==> config.mk <==
export PLATFORM = sky130hd
export DESIGN_NAME = base58_payload_encoder_core
export DESIGN_NICKNAME = d
export VERILOG_FILES = /design/src/sv/b58_pkg.sv /design/src/sv/b58_ram.sv /design/src/sv/b58_div58.sv /design/src/sv/base58_payload_encoder_core.sv
export SDC_FILE = /design/constraint.sdc
export NUM_CORES = 1
export LEC_CHECK = 0
export ABC_CLOCK_PERIOD_IN_PS = 12800
export BUFFER_PORTS_ARGS = -buffer_cell sky130_fd_sc_hd__buf_2
export CAP_MARGIN = 20
export CORE_ASPECT_RATIO = 0.75
export CORE_MARGIN = 2
export CORE_UTILIZATION = 60
export CTS_BUF_LIST = sky130_fd_sc_hd__clkbuf_8
export CTS_CLUSTER_SIZE = 14
export DETAILED_ROUTE_END_ITERATION = 6
export PLACE_DENSITY = 0.79
export SLEW_MARGIN = 15
export SYNTH_ARGS = -nofsm -noshare
export SYNTH_HDL_FRONTEND = slang
export SYNTH_SLANG_ARGS = --single-unit
==> constraint.sdc <==
create_clock -name clk -period 12.8 [get_ports clk]
set_clock_uncertainty 0.05 [all_clocks]
set_input_delay 1.92 -clock clk [delete_from_list [all_inputs] [get_ports clk]]
set_output_delay 1.92 -clock clk [all_outputs]
set_load 0.1 [all_outputs]
==> src/sv/b58_pkg.sv <==
package b58_pkg;

    // Fixed figures of the Base58 conversion
    localparam int unsigned BASE      = 58;
    localparam int unsigned MAX_CHARS = 59;
    localparam int unsigned DIG_DEPTH = 64;
    localparam int unsigned DIG_AW    = 6;
    // floor(2^16 / 58): quotient estimate is low by at most one
    localparam int unsigned RECIP     = 1129;
    localparam logic [6:0]  CHAR_ONE  = 7'd49;

    typedef enum logic [1:0] {
        S_IDLE,
        S_DIV,
        S_EMIT_RD,
        S_EMIT_LD
    } state_t;

    typedef logic [DIG_AW-1:0] digit_t;

    // Base58 digit to ASCII; gaps skip 0, I, O and l
    function automatic logic [6:0] b58_char(input digit_t d);
        logic [6:0] c;
        case (d) inside
            [6'd0:6'd8]:   c = 7'd49 + 7'(d);
            [6'd9:6'd16]:  c = 7'd56 + 7'(d);
            [6'd17:6'd21]: c = 7'd57 + 7'(d);
            [6'd22:6'd32]: c = 7'd58 + 7'(d);
            [6'd33:6'd43]: c = 7'd64 + 7'(d);
            [6'd44:6'd57]: c = 7'd65 + 7'(d);
            default:       c = CHAR_ONE;
        endcase
        return c;
    endfunction

endpackage

==> src/sv/b58_ram.sv <==
module b58_ram
#(
    parameter int unsigned WIDTH = 8,
    parameter int unsigned DEPTH = 43
)
(
    input  logic                                      clk,
    input  logic                                      we,
    input  logic [(DEPTH > 1 ? $clog2(DEPTH) : 1)-1:0] waddr,
    input  logic [WIDTH-1:0]                          wdata,
    input  logic [(DEPTH > 1 ? $clog2(DEPTH) : 1)-1:0] raddr,
    output logic [WIDTH-1:0]                          rdata
);

    logic [WIDTH-1:0] mem [DEPTH];

    always_ff @(posedge clk)
    begin
        if (we)
        begin
            mem[waddr] <= wdata;
        end
        rdata <= mem[raddr];
    end

endmodule

==> src/sv/b58_div58.sv <==
module b58_div58
    import b58_pkg::*;
(
    input  digit_t     rem_in,
    input  logic [7:0] byte_in,
    output logic [7:0] quot,
    output digit_t     rem_out
);

    logic [13:0] acc;
    logic [24:0] prod;
    logic [7:0]  q_est;
    logic [13:0] r_est;

    // Reciprocal estimate, then one correction step
    always_comb
    begin
        acc   = {rem_in, byte_in};
        prod  = 25'(acc) * 25'(RECIP);
        q_est = prod[23:16];
        r_est = acc - 14'(q_est) * 14'(BASE);
        if (r_est >= 14'(BASE))
        begin
            quot    = q_est + 8'd1;
            rem_out = 6'(r_est - 14'(BASE));
        end
        else
        begin
            quot    = q_est;
            rem_out = r_est[5:0];
        end
    end

endmodule

==> src/sv/base58_payload_encoder_core.sv <==
// Base58 payload encoder. Payload bytes come in one request each, most
// significant first; final_byte closes the payload. Each byte is stored as
// it is taken (up to MAX_BYTES bytes; further bytes are dropped and flag
// overflow on every character of that payload). After the final byte the
// stored number is divided by 58 in place, one stored byte per cycle through
// a single divide-by-58 unit around the byte RAM; each pass over the
// remaining bytes yields one output digit. Digits land in a small digit RAM
// and are then sent most significant first, preceded by one '1' per leading
// zero byte, each character read from the digit RAM and then loaded into
// the output register once that is free; at most 59 characters, the
// last one marked with final_char. No new byte is taken during conversion
// and emission, but the next payload may start while the last character
// still waits in the output register.
module base58_payload_encoder_core
    import b58_pkg::*;
#(
    parameter int unsigned MAX_BYTES = 43
)
(
    input  logic       clk,
    input  logic       rst_n,
    input  logic       in_valid,
    output logic       in_ready,
    input  logic [7:0] data_byte,
    input  logic       final_byte,
    output logic       out_valid,
    input  logic       out_ready,
    output logic [6:0] char_code,
    output logic       final_char,
    output logic       overflow
);

    localparam int unsigned CW = $clog2(MAX_BYTES + 1);
    localparam int unsigned AW = (MAX_BYTES > 1) ? $clog2(MAX_BYTES) : 1;

    state_t state_reg, state_next;

    // Payload accumulation
    logic [CW-1:0] count_reg, count_next;
    logic [CW-1:0] lz_reg, lz_next;
    logic          seen_nz_reg, seen_nz_next;
    logic          ovf_reg, ovf_next;

    // Division pass control
    logic [CW-1:0] start_reg, start_next;
    logic [CW-1:0] rd_idx_reg, rd_idx_next;
    logic          d_vld_reg, d_vld_next;
    logic [CW-1:0] d_idx_reg, d_idx_next;
    digit_t        rem_reg, rem_next;
    digit_t        nd_reg, nd_next;

    // Emission control
    logic [CW-1:0] ones_reg, ones_next;
    digit_t        dl_reg, dl_next;
    digit_t        em_reg, em_next;

    // Output register
    logic          out_valid_reg, out_valid_next;
    logic [6:0]    out_char_reg, out_char_next;
    logic          out_final_reg, out_final_next;
    logic          out_ovf_reg, out_ovf_next;

    // RAM ports
    logic          num_we;
    logic [AW-1:0] num_waddr;
    logic [7:0]    num_wdata;
    logic [AW-1:0] num_raddr;
    logic [7:0]    num_rdata;
    logic          dig_we;
    digit_t        dig_rdata;
    digit_t        dig_raddr;

    // Datapath helpers
    logic          in_acc;
    logic          store;
    logic          issue;
    logic          pass_end;
    logic          div_done;
    logic          emit_load;
    logic          emit_last;
    logic [CW-1:0] lz_new;
    logic [CW-1:0] start_upd;
    logic [7:0]    div_q;
    digit_t        div_r;

    assign in_acc    = in_valid && in_ready;
    assign store     = count_reg < CW'(MAX_BYTES);
    assign issue     = (state_reg == S_DIV) && (rd_idx_reg < count_reg);
    assign pass_end  = d_vld_reg && (d_idx_reg == count_reg - CW'(1));
    assign div_done  = !d_vld_reg && !(rd_idx_reg < count_reg);
    assign emit_load = (state_reg == S_EMIT_LD) && (!out_valid_reg || out_ready);

    // Last character: cap reached, or nothing left after this one
    always_comb
    begin
        if (em_reg == DIG_AW'(MAX_CHARS - 1))
        begin
            emit_last = 1'b1;
        end
        else if (ones_reg != '0)
        begin
            emit_last = (ones_reg == CW'(1)) && (dl_reg == '0);
        end
        else
        begin
            emit_last = (dl_reg == DIG_AW'(1));
        end
    end

    b58_div58 u_div
    (
        .rem_in  (rem_reg),
        .byte_in (num_rdata),
        .quot    (div_q),
        .rem_out (div_r)
    );

    b58_ram
    #(
        .WIDTH (8),
        .DEPTH (MAX_BYTES)
    )
    u_num_ram
    (
        .clk   (clk),
        .we    (num_we),
        .waddr (num_waddr),
        .wdata (num_wdata),
        .raddr (num_raddr),
        .rdata (num_rdata)
    );

    b58_ram
    #(
        .WIDTH (DIG_AW),
        .DEPTH (DIG_DEPTH)
    )
    u_dig_ram
    (
        .clk   (clk),
        .we    (dig_we),
        .waddr (nd_reg),
        .wdata (div_r),
        .raddr (dig_raddr),
        .rdata (dig_rdata)
    );

    // Next state
    always_comb
    begin
        state_next = state_reg;
        case (state_reg)
            S_IDLE:
            begin
                if (in_acc && final_byte)
                begin
                    state_next = S_DIV;
                end
            end
            S_DIV:
            begin
                if (div_done)
                begin
                    state_next = S_EMIT_RD;
                end
            end
            S_EMIT_RD:
            begin
                state_next = S_EMIT_LD;
            end
            S_EMIT_LD:
            begin
                if (emit_load)
                begin
                    state_next = emit_last ? S_IDLE : S_EMIT_RD;
                end
            end
            default:
            begin
                state_next = S_IDLE;
            end
        endcase
    end

    // Handshake and RAM controls
    always_comb
    begin
        in_ready  = 1'b0;
        num_we    = 1'b0;
        num_waddr = d_idx_reg[AW-1:0];
        num_wdata = div_q;
        dig_we    = 1'b0;
        case (state_reg)
            S_IDLE:
            begin
                in_ready  = 1'b1;
                num_we    = in_acc && store;
                num_waddr = count_reg[AW-1:0];
                num_wdata = data_byte;
            end
            S_DIV:
            begin
                num_we = d_vld_reg;
                dig_we = pass_end;
            end
            default:
            begin
                in_ready = 1'b0;
            end
        endcase
        num_raddr = rd_idx_reg[AW-1:0];
        dig_raddr = dl_reg - DIG_AW'(1);
    end

    // Leading zero count including the byte being taken
    always_comb
    begin
        lz_new = lz_reg;
        if (store && (data_byte == 8'd0) && !seen_nz_reg)
        begin
            lz_new = lz_reg + CW'(1);
        end
    end

    // The top quotient byte can drop to zero at most once per pass
    assign start_upd = (d_vld_reg && (d_idx_reg == start_reg) && (div_q == 8'd0))
                       ? start_reg + CW'(1) : start_reg;

    // Datapath next values
    always_comb
    begin
        count_next     = count_reg;
        lz_next        = lz_reg;
        seen_nz_next   = seen_nz_reg;
        ovf_next       = ovf_reg;
        start_next     = start_reg;
        rd_idx_next    = rd_idx_reg;
        d_vld_next     = 1'b0;
        d_idx_next     = d_idx_reg;
        rem_next       = rem_reg;
        nd_next        = nd_reg;
        ones_next      = ones_reg;
        dl_next        = dl_reg;
        em_next        = em_reg;
        out_valid_next = out_valid_reg && !out_ready;
        out_char_next  = out_char_reg;
        out_final_next = out_final_reg;
        out_ovf_next   = out_ovf_reg;

        case (state_reg)
            S_IDLE:
            begin
                if (in_acc)
                begin
                    if (store)
                    begin
                        count_next = count_reg + CW'(1);
                        lz_next    = lz_new;
                        if (data_byte != 8'd0)
                        begin
                            seen_nz_next = 1'b1;
                        end
                    end
                    else
                    begin
                        ovf_next = 1'b1;
                    end
                    // Conversion starts past the leading zero bytes
                    start_next  = lz_new;
                    rd_idx_next = lz_new;
                    rem_next    = '0;
                    nd_next     = '0;
                end
            end
            S_DIV:
            begin
                d_vld_next = issue;
                d_idx_next = rd_idx_reg;
                if (issue)
                begin
                    rd_idx_next = rd_idx_reg + CW'(1);
                end
                if (d_vld_reg)
                begin
                    rem_next   = div_r;
                    start_next = start_upd;
                end
                if (pass_end)
                begin
                    rd_idx_next = start_upd;
                    rem_next    = '0;
                    nd_next     = nd_reg + DIG_AW'(1);
                end
                if (div_done)
                begin
                    ones_next = lz_reg;
                    dl_next   = nd_reg;
                    em_next   = '0;
                end
            end
            S_EMIT_LD:
            begin
                if (emit_load)
                begin
                    out_valid_next = 1'b1;
                    out_final_next = emit_last;
                    out_ovf_next   = ovf_reg;
                    em_next        = em_reg + DIG_AW'(1);
                    if (ones_reg != '0)
                    begin
                        out_char_next = CHAR_ONE;
                        ones_next     = ones_reg - CW'(1);
                    end
                    else
                    begin
                        out_char_next = b58_char(dig_rdata);
                        dl_next       = dl_reg - DIG_AW'(1);
                    end
                    if (emit_last)
                    begin
                        count_next   = '0;
                        lz_next      = '0;
                        seen_nz_next = 1'b0;
                        ovf_next     = 1'b0;
                    end
                end
            end
            default:
            begin
                d_vld_next = 1'b0;
            end
        endcase
    end

    always_ff @(posedge clk or negedge rst_n)
    begin
        if (!rst_n)
        begin
            state_reg     <= S_IDLE;
            count_reg     <= '0;
            lz_reg        <= '0;
            seen_nz_reg   <= 1'b0;
            ovf_reg       <= 1'b0;
            start_reg     <= '0;
            rd_idx_reg    <= '0;
            d_vld_reg     <= 1'b0;
            d_idx_reg     <= '0;
            rem_reg       <= '0;
            nd_reg        <= '0;
            ones_reg      <= '0;
            dl_reg        <= '0;
            em_reg        <= '0;
            out_valid_reg <= 1'b0;
            out_char_reg  <= '0;
            out_final_reg <= 1'b0;
            out_ovf_reg   <= 1'b0;
        end
        else
        begin
            state_reg     <= state_next;
            count_reg     <= count_next;
            lz_reg        <= lz_next;
            seen_nz_reg   <= seen_nz_next;
            ovf_reg       <= ovf_next;
            start_reg     <= start_next;
            rd_idx_reg    <= rd_idx_next;
            d_vld_reg     <= d_vld_next;
            d_idx_reg     <= d_idx_next;
            rem_reg       <= rem_next;
            nd_reg        <= nd_next;
            ones_reg      <= ones_next;
            dl_reg        <= dl_next;
            em_reg        <= em_next;
            out_valid_reg <= out_valid_next;
            out_char_reg  <= out_char_next;
            out_final_reg <= out_final_next;
            out_ovf_reg   <= out_ovf_next;
        end
    end

    assign out_valid  = out_valid_reg;
    assign char_code  = out_char_reg;
    assign final_char = out_final_reg;
    assign overflow   = out_ovf_reg;

endmodule

==> After elaboration in Yosys (flattened, before gate mapping) <==
Memories as Yosys holds them, arrays and structs flattened. A register that Yosys moved wholly into a read port is not among the register bits.
Index checks and enable logic that the tools add are counted.
{ "totals": {"memories": 2, "in_bits": 13, "elab_cells": 193, "reg_bits": 75, "output_inout_bits": 11, "mem_bits_rw": 728} }
{ "classes": {"add_sub_neg": 18, "n_mul": 2, "n_eq_ne": 22, "reduce_logical": 46, "order_cmp": 15, "muxes": 70} }
{ "memory_table": {"columns": ["memory", "words", "width", "read_ports", "rd_clocked_by_memory_dff", "wr", "line_no", "source"], "rows": [
  ["u_dig_ram.mem", 64, 6, 1, 1, 1, "b58_ram.sv:15", "logic [WIDTH-1:0] mem [DEPTH];"],
  ["u_num_ram.mem", 43, 8, 1, 1, 1, "b58_ram.sv:15", null]
]} }
{ "ops": {"columns": ["cell", "n"], "rows": [
  ["2-to-1 mux 6 bit", 26],
  ["case mux 6 bit (2 select lines)", 9],
  ["2-to-1 mux 7 bit", 7],
  ["adder 6 x 1 -> 6 bit, second input constant", 6],
  ["adder 6 x 6 -> 7 bit, first input constant", 4],
  ["multiplier 14 x 11 -> 24 bit, second input constant", 1],
  ["inequality test 2 bit, second input constant", 11],
  ["logical AND 1 bit", 19],
  ["<= comparator 6 bit, second input constant", 3],
  ["2-to-1 mux 1 bit", 18],
  ["AND reduction 3 bit", 6],
  ["subtractor 6 x 1 -> 6 bit, second input constant", 3],
  ["logical NOT 8 bit", 2],
  ["2-to-1 mux 8 bit", 2],
  ["adder 7 x 6 -> 7 bit, first input constant", 2],
  [">= comparator 14 x 6 -> 1 bit, second input constant", 1],
  ["subtractor 14 bit", 1],
  ["multiplier 8 x 5 -> 13 bit, second input constant", 1],
  ["== test 6 x 1 -> 1 bit, second input constant", 2],
  ["== test 6 bit", 2],
  [">= comparator 6 x 5 -> 1 bit, second input constant", 2],
  [">= comparator 6 bit, second input constant", 2],
  ["<= comparator 6 x 5 -> 1 bit, second input constant", 2],
  ["AND reduction 5 bit", 2],
  ["other kinds (25)", 39]
]} }

==> Logic depth before layout (Yosys ltp) <==
Gate-level depths: netlist (run 1).
{ "depth": {"word_depth": 10, "mapped_depth": 44} }

==> Cells and area by module <==
A second synthesis (run 1) with hierarchy kept.
{ "hier_totals": {"cells_unflattened": 2508, "area_unflattened_um2": 38295.5} }
{ "modules_own_cells": {"columns": ["module", "seq_area_each_um2", "cells_per_inst", "area_per_inst_um2", "instances"], "rows": [
  ["b58_ram at u_dig_ram", 11651.2, 720, 15225.9, 1],
  ["b58_ram at u_num_ram", 10490.1, 716, 13794.5, 1],
  ["base58_payload_encoder_core", 1876.8, 633, 5391.4, 1],
  ["b58_div58", 0.0, 439, 3883.7, 1]
]} }

==> Least setup slack after synthesis (run 1) <==
No wires, ideal clock.
{ "synth_timing": {"path_kind": "register to register", "startpoint": "register u_num_ram.rdata[0], read port of u_num_ram.mem", "endpoint": "memory u_dig_ram.mem[0][1] in the netlist's numbering (data pin)", "arrival_ns": 11.390, "path_slack_ns": 0.784, "period_less_slack_ns": 12.016, "stages_incl_launch_ff": 41, "cell_sequence": "dfxtp_1 -> ha_1 -> inv_1 -> fa_1 -> inv_1 -> fa_1 -> inv_1 -> fa_1 -> inv_1 -> ha_1 -> a21oi_1 -> o22ai_1 -> or4_1 -> nand2b_1 -> a31oi_1 -> xnor2_1 -> inv_1 -> fa_1 -> [5 not listed] -> ha_1 -> a21oi_1 -> nand2_1 -> a41oi_1 -> xor2_1 -> ha_1 -> clkbuf_1 -> a21oi_1 -> nor2_1 -> a211oi_1 -> nand2_1 -> xnor2_1 -> nand2_1 -> mux2i_1 -> nand3_1 -> or2_2 -> clkbuf_1 -> xnor2_1"} }
{ "synth_between": {"elab_chain_cells": 5} }
{ "synth_rtl": {"columns": ["element", "line_no", "source"], "rows": [
  ["from (decl)", "b58_ram.sv:12", "output logic [WIDTH-1:0] rdata"],
  ["multiplier 14 x 11 -> 24 bit", "b58_div58.sv:19", "prod = 25'(acc) * 25'(RECIP);"],
  ["multiplier 8 x 5 -> 13 bit", "b58_div58.sv:21", "r_est = acc - 14'(q_est) * 14'(BASE);"],
  ["subtractor 14 bit (*)", "b58_div58.sv:21", null],
  [">= comparator 14 x 6 -> 1 bit or subtractor 6 bit (tied branches)", "b58_div58.sv:22, b58_div58.sv:25", null],
  ["2-to-1 mux 6 bit (*)", "b58_div58.sv:22", "if (r_est >= 14'(BASE))"],
  ["named net div_r[1]", "base58_payload_encoder_core.sv:84", "digit_t div_r;"],
  ["to (decl)", "b58_ram.sv:15", null]
]} }
Mark *: on every way through the listed nets, which the timed path passes. The rest lies on a longest branch.

==> Final worst setup path (run 1) <==
{ "layout_timing": {"startpoint": "register rem_reg[1]", "endpoint": "register rd_idx_reg[5] (netlist: num_raddr[5])"} }
{ "layout_between": {"elab_chain_cells": 10} }
{ "layout_rtl": {"columns": ["element", "line_no", "source"], "rows": [
  ["from (decl)", "base58_payload_encoder_core.sv:49", "digit_t rem_reg, rem_next;"],
  ["from (signal assigned)", "base58_payload_encoder_core.sv:369", "rem_reg <= rem_next;"],
  ["multiplier 14 x 11 -> 24 bit", "b58_div58.sv:19", null],
  ["multiplier 8 x 5 -> 13 bit", "b58_div58.sv:21", null],
  ["subtractor 14 bit", "b58_div58.sv:21", null],
  [">= comparator 14 x 6 -> 1 bit", "b58_div58.sv:22", null],
  ["2-to-1 mux 8 bit (*)", "b58_div58.sv:22", null],
  ["logical NOT 8 bit (*)", "base58_payload_encoder_core.sv:226", "assign start_upd = (d_vld_reg && (d_idx_reg == start_reg) && (div_q == 8'd0))"],
  ["logical AND 1 bit (*)", "base58_payload_encoder_core.sv:226", null],
  ["2-to-1 mux 6 bit (*)", "base58_payload_encoder_core.sv:227", "? start_reg + CW'(1) : start_reg;"],
  ["2-to-1 mux 6 bit (*)", "base58_payload_encoder_core.sv:288", "if (pass_end)"],
  ["case mux 6 bit (2 select lines) (*)", "base58_payload_encoder_core.sv:250", "case (state_reg)"],
  ["to (signal assigned)", "base58_payload_encoder_core.sv:366", "rd_idx_reg <= rd_idx_next;"],
  ["to (decl)", "base58_payload_encoder_core.sv:46", "logic [CW-1:0] rd_idx_reg, rd_idx_next;"]
]} }
Every way passes the cells marked *; elsewhere a longest branch is shown, timed or not.
A chain may end at the register's enable or synchronous reset.

==> metrics.md, run 1 <==
| Metric | Value |
|---|---|
| Cell taking the most area after synthesis | edfxtp_1 |
| Post-Syn Area per Cell | 15.8 µm² |
| Asr flop ratio synth | 9.18% |
| Wirelength per Cell | 24.7 µm |
| Root buf cell | clkbuf_8 |
| Synth warn | 0 |
| Largest net degree at the start of global routing | 69 |
| Commonest cells after routing, fill and taps aside | 728 x edfxtp_1, 222 x mux4_2, 176 x nor2_1 |
| Number of flip-flops in the largest register | 384 |
| Slew HR | 28.3% |
| Mapped cell area | 38,000 µm² |
| Via count | 21,800 |
| Yosys top cell area share | 57.5% |
| Met1 Track Usage GR | 40.2% |
| Critical path arrival | 12.59 ns |
| Worst setup SP type | flop |
| Final wirelength | 84.1 mm |
| Initial Util | 61.0% |
| Critical path class | reg2reg |
| Met2 GRT Util | 38.0% |
| Critical Path RT | 13.36 ns |
| Post-CTS setup buffers | 0 |
| Grt peak-use layer | met1 |
| Layout area overhead | 8.95% |
| Top flop regs | u_dig_ram.mem (384), u_num_ram.mem (344), u_num_ram.rdata (8) |
| Period utilisation layout | 94.0% |
| Post-Syn Nets | 2,604 |
| CTS clock-pin slew for the worst setup and hold paths | 0.09 ns |
| Prevailing post-synth register cell | edfxtp_1 |
| Post-DRT Antenna Nets | 0 |
| Final Hold Viols | 0 |
| RD Place Congestion | 0.899 |
| Synth top area cells | edfxtp_1 57%, mux4_2 13%, ha_1 5.0% |
| Min cycle time layout | 12.03 ns |
| IO buf count | 23 |
| FF+latch count, synth | 817 |
| Worst Hold Class | reg2reg |
| Dpl hpwl | 55.6 mm |
| Rows | 79 |
| Layout Cells excl Fill | 3,404 |
| GRT Util Overall | 26.3% |
| Number of synthesized flops with an enable pin | 728 |
| Clock buffer depth | 3 |
| Layout Nets | 2,663 |
| Starting DRC count in detailed routing | 2,464 |
| Worst-Skew Late Latency | 0.75 ns |
| First-pass GRT wire length | 129 mm |
| Die height | 222 µm |
| Core area | 62,400 µm² |
| Inserted Clock Buffers | 114 |
| Slowest stage delay, CP | 0.64 ns |
| Crit path capture type | flop |
| Post-DR vias/cell | 6.39 |
| DRT Pass-1 Iters | 6 |
| Commonest non-fill, non-tap cell in the layout | edfxtp_1 |
| DRC violations left | 0 |
| Max-cap violations | 0 |
| Fmax | 83.1 MHz |
| Final setup viols | 0 |
| Seq/Total Area, Yosys | 63.1% |
| Max Slew Vio Count | 0 |
| Met3 usage | 6.92% |
| Mapped Cells | 2,401 |
| Post-cts gate resize count | 0 |
| Status | completed |
| Highest-delay cell along the critical path | o41ai_2 |
| Setup TNS | 0 ns |
| RSZ-0062 raised after global routing | no |
| CTS tree | yes |
| Cells after DPL | 3,188 |
| Share of layout cells above drive strength 1 | 18.4% |
| Die width | 295 µm |
| Antenna diodes | 0 |
| TritonCTS Sinks | 817 |
| # IOs | 24 |
| Worst Path Max Fanout | 14 |
| Overflow left after global routing | 0 |
| H-Tree Depth | 3 |
| Vias in the first global route | 21,500 |
| Cts hold-fix bufs | 0 |
| Synth unique cells | 86 |
| Initial antenna violation count | 0 |
| Worst-Margin Slew | 1.07 ns |
| DIE AREA | 65,400 µm² |
| Biggest register | u_dig_ram.mem |
synthesized netlist by cell type, types with 5 or more instances:
cell type,instances
edfxtp_1,728
mux4_2,222
nor2_1,176
nand2_1,154
ha_1,153
inv_1,129
clkbuf_1,83
o21ai_0,79
a21oi_1,77
dfrtp_1,75
xnor2_1,49
fa_1,37
nand3_1,36
o211ai_1,27
xor2_1,27
buf_1,26
nor3_1,26
mux2i_1,22
a21o_1,16
mux2_2,16
a31oi_1,14
and3_1,14
dfxtp_1,14
nand2b_1,14
nand4_1,14
nand3b_1,10
o31ai_1,10
or3_1,10
a211oi_1,9
nor4_1,9
nor2b_1,8
o21a_1,7
o22ai_1,7
a22o_1,6
and2_1,5
through the flow:
stage                     worst slack (ns)  hold WS [ns]  instance area, µm²  util, %
after floorplan                      0.784         0.409               38000        -
after global placement                1.31         0.408               39100     62.7
after detailed placement             0.968         0.422               39100     62.8
after CTS                            0.893         0.437               41300     66.2
after global routing                0.0464         0.468               41400     66.4
final                                0.770         0.433               41400     66.4
layer usage:
layer	part of all wire, %	wire length, µm
met1	42	35700
met3	11	8990
met2	45	37800
met5	0	0
met4	2.0	1680
cell type report:
| cell class | instances | area (µm²) |
|---|---|---|
| well taps | 850 | 1060 |
| flip-flops and latches | 817 | 24000 |
| fillers | 4028 | 20900 |
| clock buffers | 117 | 1610 |
| inverters | 132 | 495 |
| clock inverters | 93 | 541 |
| repair buffers | 54 | 452 |
| multi-input cells | 1341 | 13200 |
cells by family (layout without fill, tap and decap cells):
| logic type | count (synthesis) | count (layout) | synth area share [%] |
|---|---|---|---|
| adders and majority gates | 190 | 190 | 6.98 |
| and+or+nand+nor | 502 | 502 | 6.09 |
| buffers and inverters | 243 | 396 | 2.42 |
| muxes | 260 | 260 | 14.2 |
| xor gates and xnor gates | 77 | 77 | 1.81 |
| DFF | 817 | 817 | 63.1 |
| AOI/OAI and AO/OA | 312 | 312 | 5.35 |
path summary, 6_finish.rpt:
check / end / cells after the start / from / slack, ns
hold / removal: char_code[5] / 2 / char_code[5] / 0.43
min in group asynchronous: char_code[3] / 1 / rst_n / 0.95
hold reg to reg: char_code[5] / 2 / char_code[5] / 0.43
setup reg to reg: num_raddr[5] / 41 / rem_reg[1] / 0.77
setup / recovery: num_raddr[5] / 41 / rem_reg[1] / 0.77
max in group asynchronous: dl_reg[0] / 2 / rst_n / 10.56
worst max-delay path, delay by kind of cell, from the launching register on:
family          cells  cell delay [ns]
mux                 1             0.28
flops               1             0.61
simple gates       11             2.02
compound gates      8             2.67
buf+inv             6             0.54
fa+ha+maj          11             4.59
xor+xnor            4             1.10
Power of run 1 is left out: the tool's default activity adds up to more than one toggle a clock period on the data nets, which glitch-free logic cannot reach.
==> run 2, diff against run 1 <==
Settings changed: SYNTH_HIERARCHICAL set to 1.
==> run 2 against run 1 <==
Critical endpoint is now num_raddr[3]. Fmax grew 1.2%. Count of clock-buffer cells in the layout grew 8. Core utilization shrank 1.1 points. Critical path depth grew 4.
==> metrics.md, run 2 <==
| Metric | Value |
|---|---|
| Synth warn | 6 |
| Fmax | 84.1 MHz |
| DRT Pass-1 Iters | 6 |
| Layout area overhead | 8.10% |
| Vias in the first global route | 22,600 |
| Prevailing post-synth register cell | edfxtp_1 |
| Post-DRT Antenna Nets | 0 |
| Reg-to-reg startpoint | u_num_ram/rdata[5] |
| Post-Syn Area per Cell | 15.3 µm² |
| Worst hold start | overflow |
| Biggest register | u_dig_ram/mem |
| Worst Path Max Fanout | 14 |
| Final wirelength | 84.9 mm |
| Rows | 80 |
| # IOs | 24 |
| Post-Syn Nets | 2,714 |
| Max Slew Vio Count | 0 |
| CTS tree | yes |
| Commonest cells after routing, fill and taps aside | 728 x edfxtp_1, 172 x inv_1, 157 x nor2_1 |
| Placed cell area | 39,200 µm² |
| Reg-to-reg critical path endpoint | num_raddr[3] |
| First-pass GRT wire length | 130 mm |
| H-Tree Depth | 3 |
| Overflow left after global routing | 0 |
| IO buf count | 23 |
| Initial antenna violation count | 3 |
| Highest-delay cell along the critical path | xor2_1 |
| Hold EP | overflow |
| Top flop regs | u_dig_ram/mem (384), u_num_ram/mem (344), u_num_ram/rdata (8) |
| Final instance area | 41,400 µm² |
| Largest net degree at the start of global routing | 76 |
| Initial Util | 60.4% |
| Period utilisation layout | 92.8% |
| Max-cap violations | 0 |
| Post-CTS setup buffers | 0 |
| Worst-Margin Slew | 1.03 ns |
| Inserted Clock Buffers | 117 |
| Starting DRC count in detailed routing | 2,654 |
| Antenna diodes | 0 |
| Core area | 63,400 µm² |
| Status | completed |
| Synth unique cells | 99 |
| Die width | 296 µm |
| Final setup viols | 0 |
| Worst setup SP type | flop |
| Slew HR | 30.9% |
| Number of synthesized flops with an enable pin | 728 |
| DRC violations left | 0 |
| Number of flip-flops in the largest register | 384 |
| RSZ-0062 raised after global routing | no |
| Final Hold Viols | 0 |
| Asr flop ratio synth | 9.18% |
| Worst-Skew Late Latency | 0.76 ns |
| Synth top area cells | edfxtp_1 57%, mux4_2 7.9%, ha_1 5.0% |
| Slowest stage delay, CP | 0.65 ns |
| Worst Hold Class | reg2reg |
| Commonest non-fill, non-tap cell in the layout | edfxtp_1 |
| Hold depth | 2 |
| Critical path arrival | 12.50 ns |
| Top cells by count, synth | 728 x edfxtp_1, 157 x nor2_1, 154 x ha_1 |
| Post-DR vias/cell | 6.44 |
| GRT Util Overall | 26.0% |
| Worst R2R Path Depth | 45 |
| Via count | 22,700 |
| Most numerous cell in the Yosys netlist | edfxtp_1 |
| Dpl hpwl | 54.8 mm |
| Share of layout cells above drive strength 1 | 15.9% |
| Final core utilization | 65.3% |
| Setup TNS | 0 ns |
| Mapped cell area | 38,300 µm² |
| Mapped Cells | 2,508 |
| Crit path capture type | flop |
| Critical path class | reg2reg |
| Layout Nets | 2,778 |
| Root buf cell | clkbuf_8 |
| TritonCTS Sinks | 817 |
| Seq/Total Area, Yosys | 62.7% |
| Critical Path RT | 13.42 ns |
| FF+latch count, synth | 817 |
| Die height | 223 µm |
| RD Place Congestion | 0.932 |
| Clock buffer depth | 3 |
| Reg2reg setup slack | 0.92 ns |
| CTS clock-pin slew for the worst setup and hold paths | 0.07 ns |
| Min cycle time layout | 11.88 ns |
| Cell taking the most area after synthesis | edfxtp_1 |
| DIE AREA | 65,900 µm² |
| Yosys top cell area share | 57.1% |
| Wirelength per Cell | 24.0 µm |
[run 2: layout make-up]
class / instances / area [µm²]
Inverter: 139 / 528
Tap cell: 861 / 1080
Sequential cell: 817 / 24000
Multi-Input combinational cell: 1440 / 13200
Timing Repair Buffer: 57 / 363
Fill cell: 4260 / 22000
Clock buffer: 125 / 1720
Clock inverter: 93 / 500
[run 2: timing repair]
action                                 CTS  global route
setup endpoints to repair                0             4
gates resized for setup                  0             2
hold buffers                             0             0
endpoints found under the hold margin    0             0
[run 2: metal layers]
layer | GRT usage, % | wire (µm) | vias to the layer above
li1 | - | - | 9863
met1 | 38.8 | 35700 | 11500
met2 | 38.6 | 38200 | 1192
met3 | 6.21 | 9020 | 170
met4 | 7.42 | 1940 | 0
met5 | 0 | 0 | -
[run 2: through the flow]
stage	hold slack, ns	setup slack (ns)	cells
after global routing	0.451	0.0283	3532
after detailed placement	0.408	0.797	3312
after CTS	0.429	0.761	3530
after global placement	0.407	1.14	3310
final	0.429	0.916	3532
after floorplan	0.382	1.56	2508
[run 2: kinds of logic after synthesis]
| family | Yosys count | synth area share (%) |
|---|---|---|
| flops | 817 | 62.7 |
| simple gates | 512 | 6.62 |
| compound gates | 390 | 6.93 |
| mux | 287 | 12.3 |
| buf+inv | 251 | 3.05 |
| fa+ha+maj | 193 | 7.07 |
| xor+xnor | 58 | 1.33 |
[run 2: worst max-delay path by stage]
stage / startpoint / to / slack (ns) / depth (start not counted)
final: u_num_ram/rdata[5] / num_raddr[3] / 0.92 / 45
after global routing: u_num_ram/rdata[5] / num_raddr[1] / 0.03 / 45
after CTS: u_num_ram/rdata[5] / num_raddr[3] / 0.76 / 49
after detailed placement: u_num_ram/rdata[5] / num_raddr[3] / 0.80 / 49
after global placement: u_num_ram/rdata[6] / num_raddr[3] / 1.14 / 49
after floorplan: u_num_ram/rdata[5] / u_dig_ram/mem[0][1] / 1.56 / 43
[run 2: critical path: cells and delay by family, from the launching register on]
family / cells / cell delay (ns)
xor gates and xnor gates: 3 / 0.92
and+or+nand+nor: 8 / 1.85
AOI/OAI and AO/OA: 17 / 3.69
adders and majority gates: 11 / 4.39
buffers and inverters: 6 / 0.49
DFF: 1 / 0.46
Power of run 2 is left out for the same reason.
==> run 3, diff against run 2 <==
Settings changed: ABC_CLOCK_PERIOD_IN_PS 12800 to 14100, CAP_MARGIN 20 to unset, CTS_BUF_LIST sky130_fd_sc_hd__clkbuf_8 to sky130_fd_sc_hd__clkbuf_4 sky130_fd_sc_hd__clkbuf_8, PLACE_DENSITY 0.79 to 0.76.
Clock period 12.8 ns to 14.1 ns, I/O delays scaled along.
==> run 3 against run 2 <==
The flow now finishes with violations (design-rule violations). First-iteration DRC count up 2.7%. Fmax down 1.7%. Via count down 1.1%. Critical path depth unchanged. Hold slack better by 0.0056 ns. Count of clock-buffer cells in the layout up 48. Global-route usage up 0.40 points. Flip-flop and latch count unchanged. Setup slack better by 1.1 ns. Sequential share of layout area down 0.079 points. Highest routed layer is now met5.
==> metrics.md, run 3 (synthesis gave the netlist of run 2 again) <==
| Metric | Value |
|---|---|
| Status | finished, violations left |
| Failing checks | design-rule violations |
| Final Hold Viols | 0 |
| CTS tree | yes |
| Worst setup SP type | flop |
| Share of layout cells above drive strength 1 | 17.3% |
| Period utilisation layout | 85.7% |
| First-pass GRT wire length | 131 mm |
| Starting DRC count in detailed routing | 2,726 |
| Initial antenna violation count | 3 |
| Wirelength per Cell | 24.3 µm |
| Vias in the first global route | 22,200 |
| Post-DRT Antenna Nets | 0 |
| Critical Path RT | 14.70 ns |
| TritonCTS Sinks | 817 |
| Slew HR | 17.8% |
| H-Tree Depth | 3 |
| Layout area overhead | 8.24% |
| CTS clock-pin slew for the worst setup and hold paths | 0.07 ns |
| Crit path capture type | flop |
| Inserted Clock Buffers | 117 |
| DIE AREA | 65,900 µm² |
| RSZ-0062 raised after global routing | no |
| Overflow left after global routing | 0 |
| Cts hold-fix bufs | 0 |
| Rows | 80 |
| Slowest stage delay, CP | 0.69 ns |
| Highest routed layer | met5 |
| Biggest register | u_dig_ram/mem |
| Final worst slack | 2.01 ns |
| Multi-input gate area | 13,200 µm² |
| Largest net degree at the start of global routing | 76 |
| Post-cts gate resize count | 0 |
| Max Slew Vio Count | 0 |
| Post-CTS setup buffers | 0 |
| WL met1 | 36.4 mm |
| Critical path arrival | 12.69 ns |
| Dpl hpwl | 55.2 mm |
| Final hold slack | 0.434 ns |
| Worst Path Max Fanout | 14 |
| Final wirelength | 85.5 mm |
| Clock buffer depth | 3 |
| Register area | 24,000 µm² |
| Worst-Skew Late Latency | 0.75 ns |
| Top flop regs | u_dig_ram/mem (384), u_num_ram/mem (344), u_num_ram/rdata (8) |
| Worst-Margin Slew | 1.22 ns |
| Root buf cell | clkbuf_8 |
| Via count | 22,500 |
| Filler cell count in the final layout | 4,347 |
| Highest-delay cell along the critical path | xnor2_1 |
| IO buf count | 23 |
| DR WL met3 | 9.94 mm |
| Setup TNS | 0 ns |
| Final setup viols | 0 |
| Commonest non-fill, non-tap cell in the layout | edfxtp_1 |
| Critical path class | reg2reg |
| Pre-CTS setup slack | 2.16 ns |
| Post-DR vias/cell | 6.39 |
| Core area | 63,400 µm² |
| RD Place Congestion | 0.886 |
| Worst Hold Class | reg2reg |
| GRT Util Overall | 26.4% |
| DRC violations left | 3 |
| Met2 routed WL | 37.2 mm |
| Fmax | 82.7 MHz |
| Die width | 296 µm |
| Commonest cells after routing, fill and taps aside | 728 x edfxtp_1, 157 x nor2_1, 154 x ha_1 |
| Max-cap violations | 0 |
| Initial Util | 60.4% |
| Die height | 223 µm |
| DRT Pass-1 Iters | 7 |
| Number of flip-flops in the largest register | 384 |
| Layout Nets | 2,768 |
| # IOs | 24 |
| Min cycle time layout | 12.09 ns |
run 3: changes by cell type in the layout (fill, tap and decap cells not counted), sizes merged:
cell / change
clkinv: -15
clkinvlp: +2
buf: -10
inv: -39
diode: +1
clkbuf: +48
bufinv: +1
run 3: final cells by class:
type | count | area share, %
flip-flops and latches | 817 | 58.0
multi-input cells | 1440 | 31.8
clock buffers | 173 | 4.91
well taps | 861 | 2.60
inverters | 139 | 1.27
repair buffers | 47 | 0.718
clock inverters | 42 | 0.703
diodes | 1 | 0.00604
run 3: path summary, 6_finish.rpt:
kind                                    start      endpoint  slack [ns]  cells past startpoint
hold reg to reg                       ovf_reg      overflow        0.43                      2
setup reg to reg           u_num_ram/rdata[7]  num_raddr[3]        2.01                     45
setup / recovery           u_num_ram/rdata[7]  num_raddr[3]        2.01                     45
hold / removal                        ovf_reg      overflow        0.43                      2
max in group asynchronous               rst_n  num_raddr[0]       11.78                      1
min in group asynchronous               rst_n  char_code[0]        1.49                      1
run 3: critical path: cells and delay by family (launching register included):
kind | cells | cell delay, ns
xor gates and xnor gates | 3 | 0.96
and+or+nand+nor | 9 | 2.18
adders and majority gates | 11 | 4.47
DFF | 1 | 0.48
AOI/OAI and AO/OA | 16 | 3.38
buffers and inverters | 6 | 0.43
run 3: per-stage QoR:
step | instances | util (%) | cell area [µm²]
2_1_floorplan | 2508 | - | 38300
4_1_cts | 3519 | 65.4 | 41400
5_1_grt | 3520 | 65.4 | 41500
6_report | 3520 | 65.4 | 41500
3_5_place_dp | 3304 | 61.7 | 39100
3_3_place_gp | 3304 | 61.7 | 39100
run 3: layer usage:
metal / vias up / global-route usage [%]
met1: 11300 / 40.0
met5: - / 0
met4: 4 / 7.63
li1: 9839 / -
met2: 1192 / 37.3
met3: 147 / 7.95
Power of run 3 is left out for the same reason.
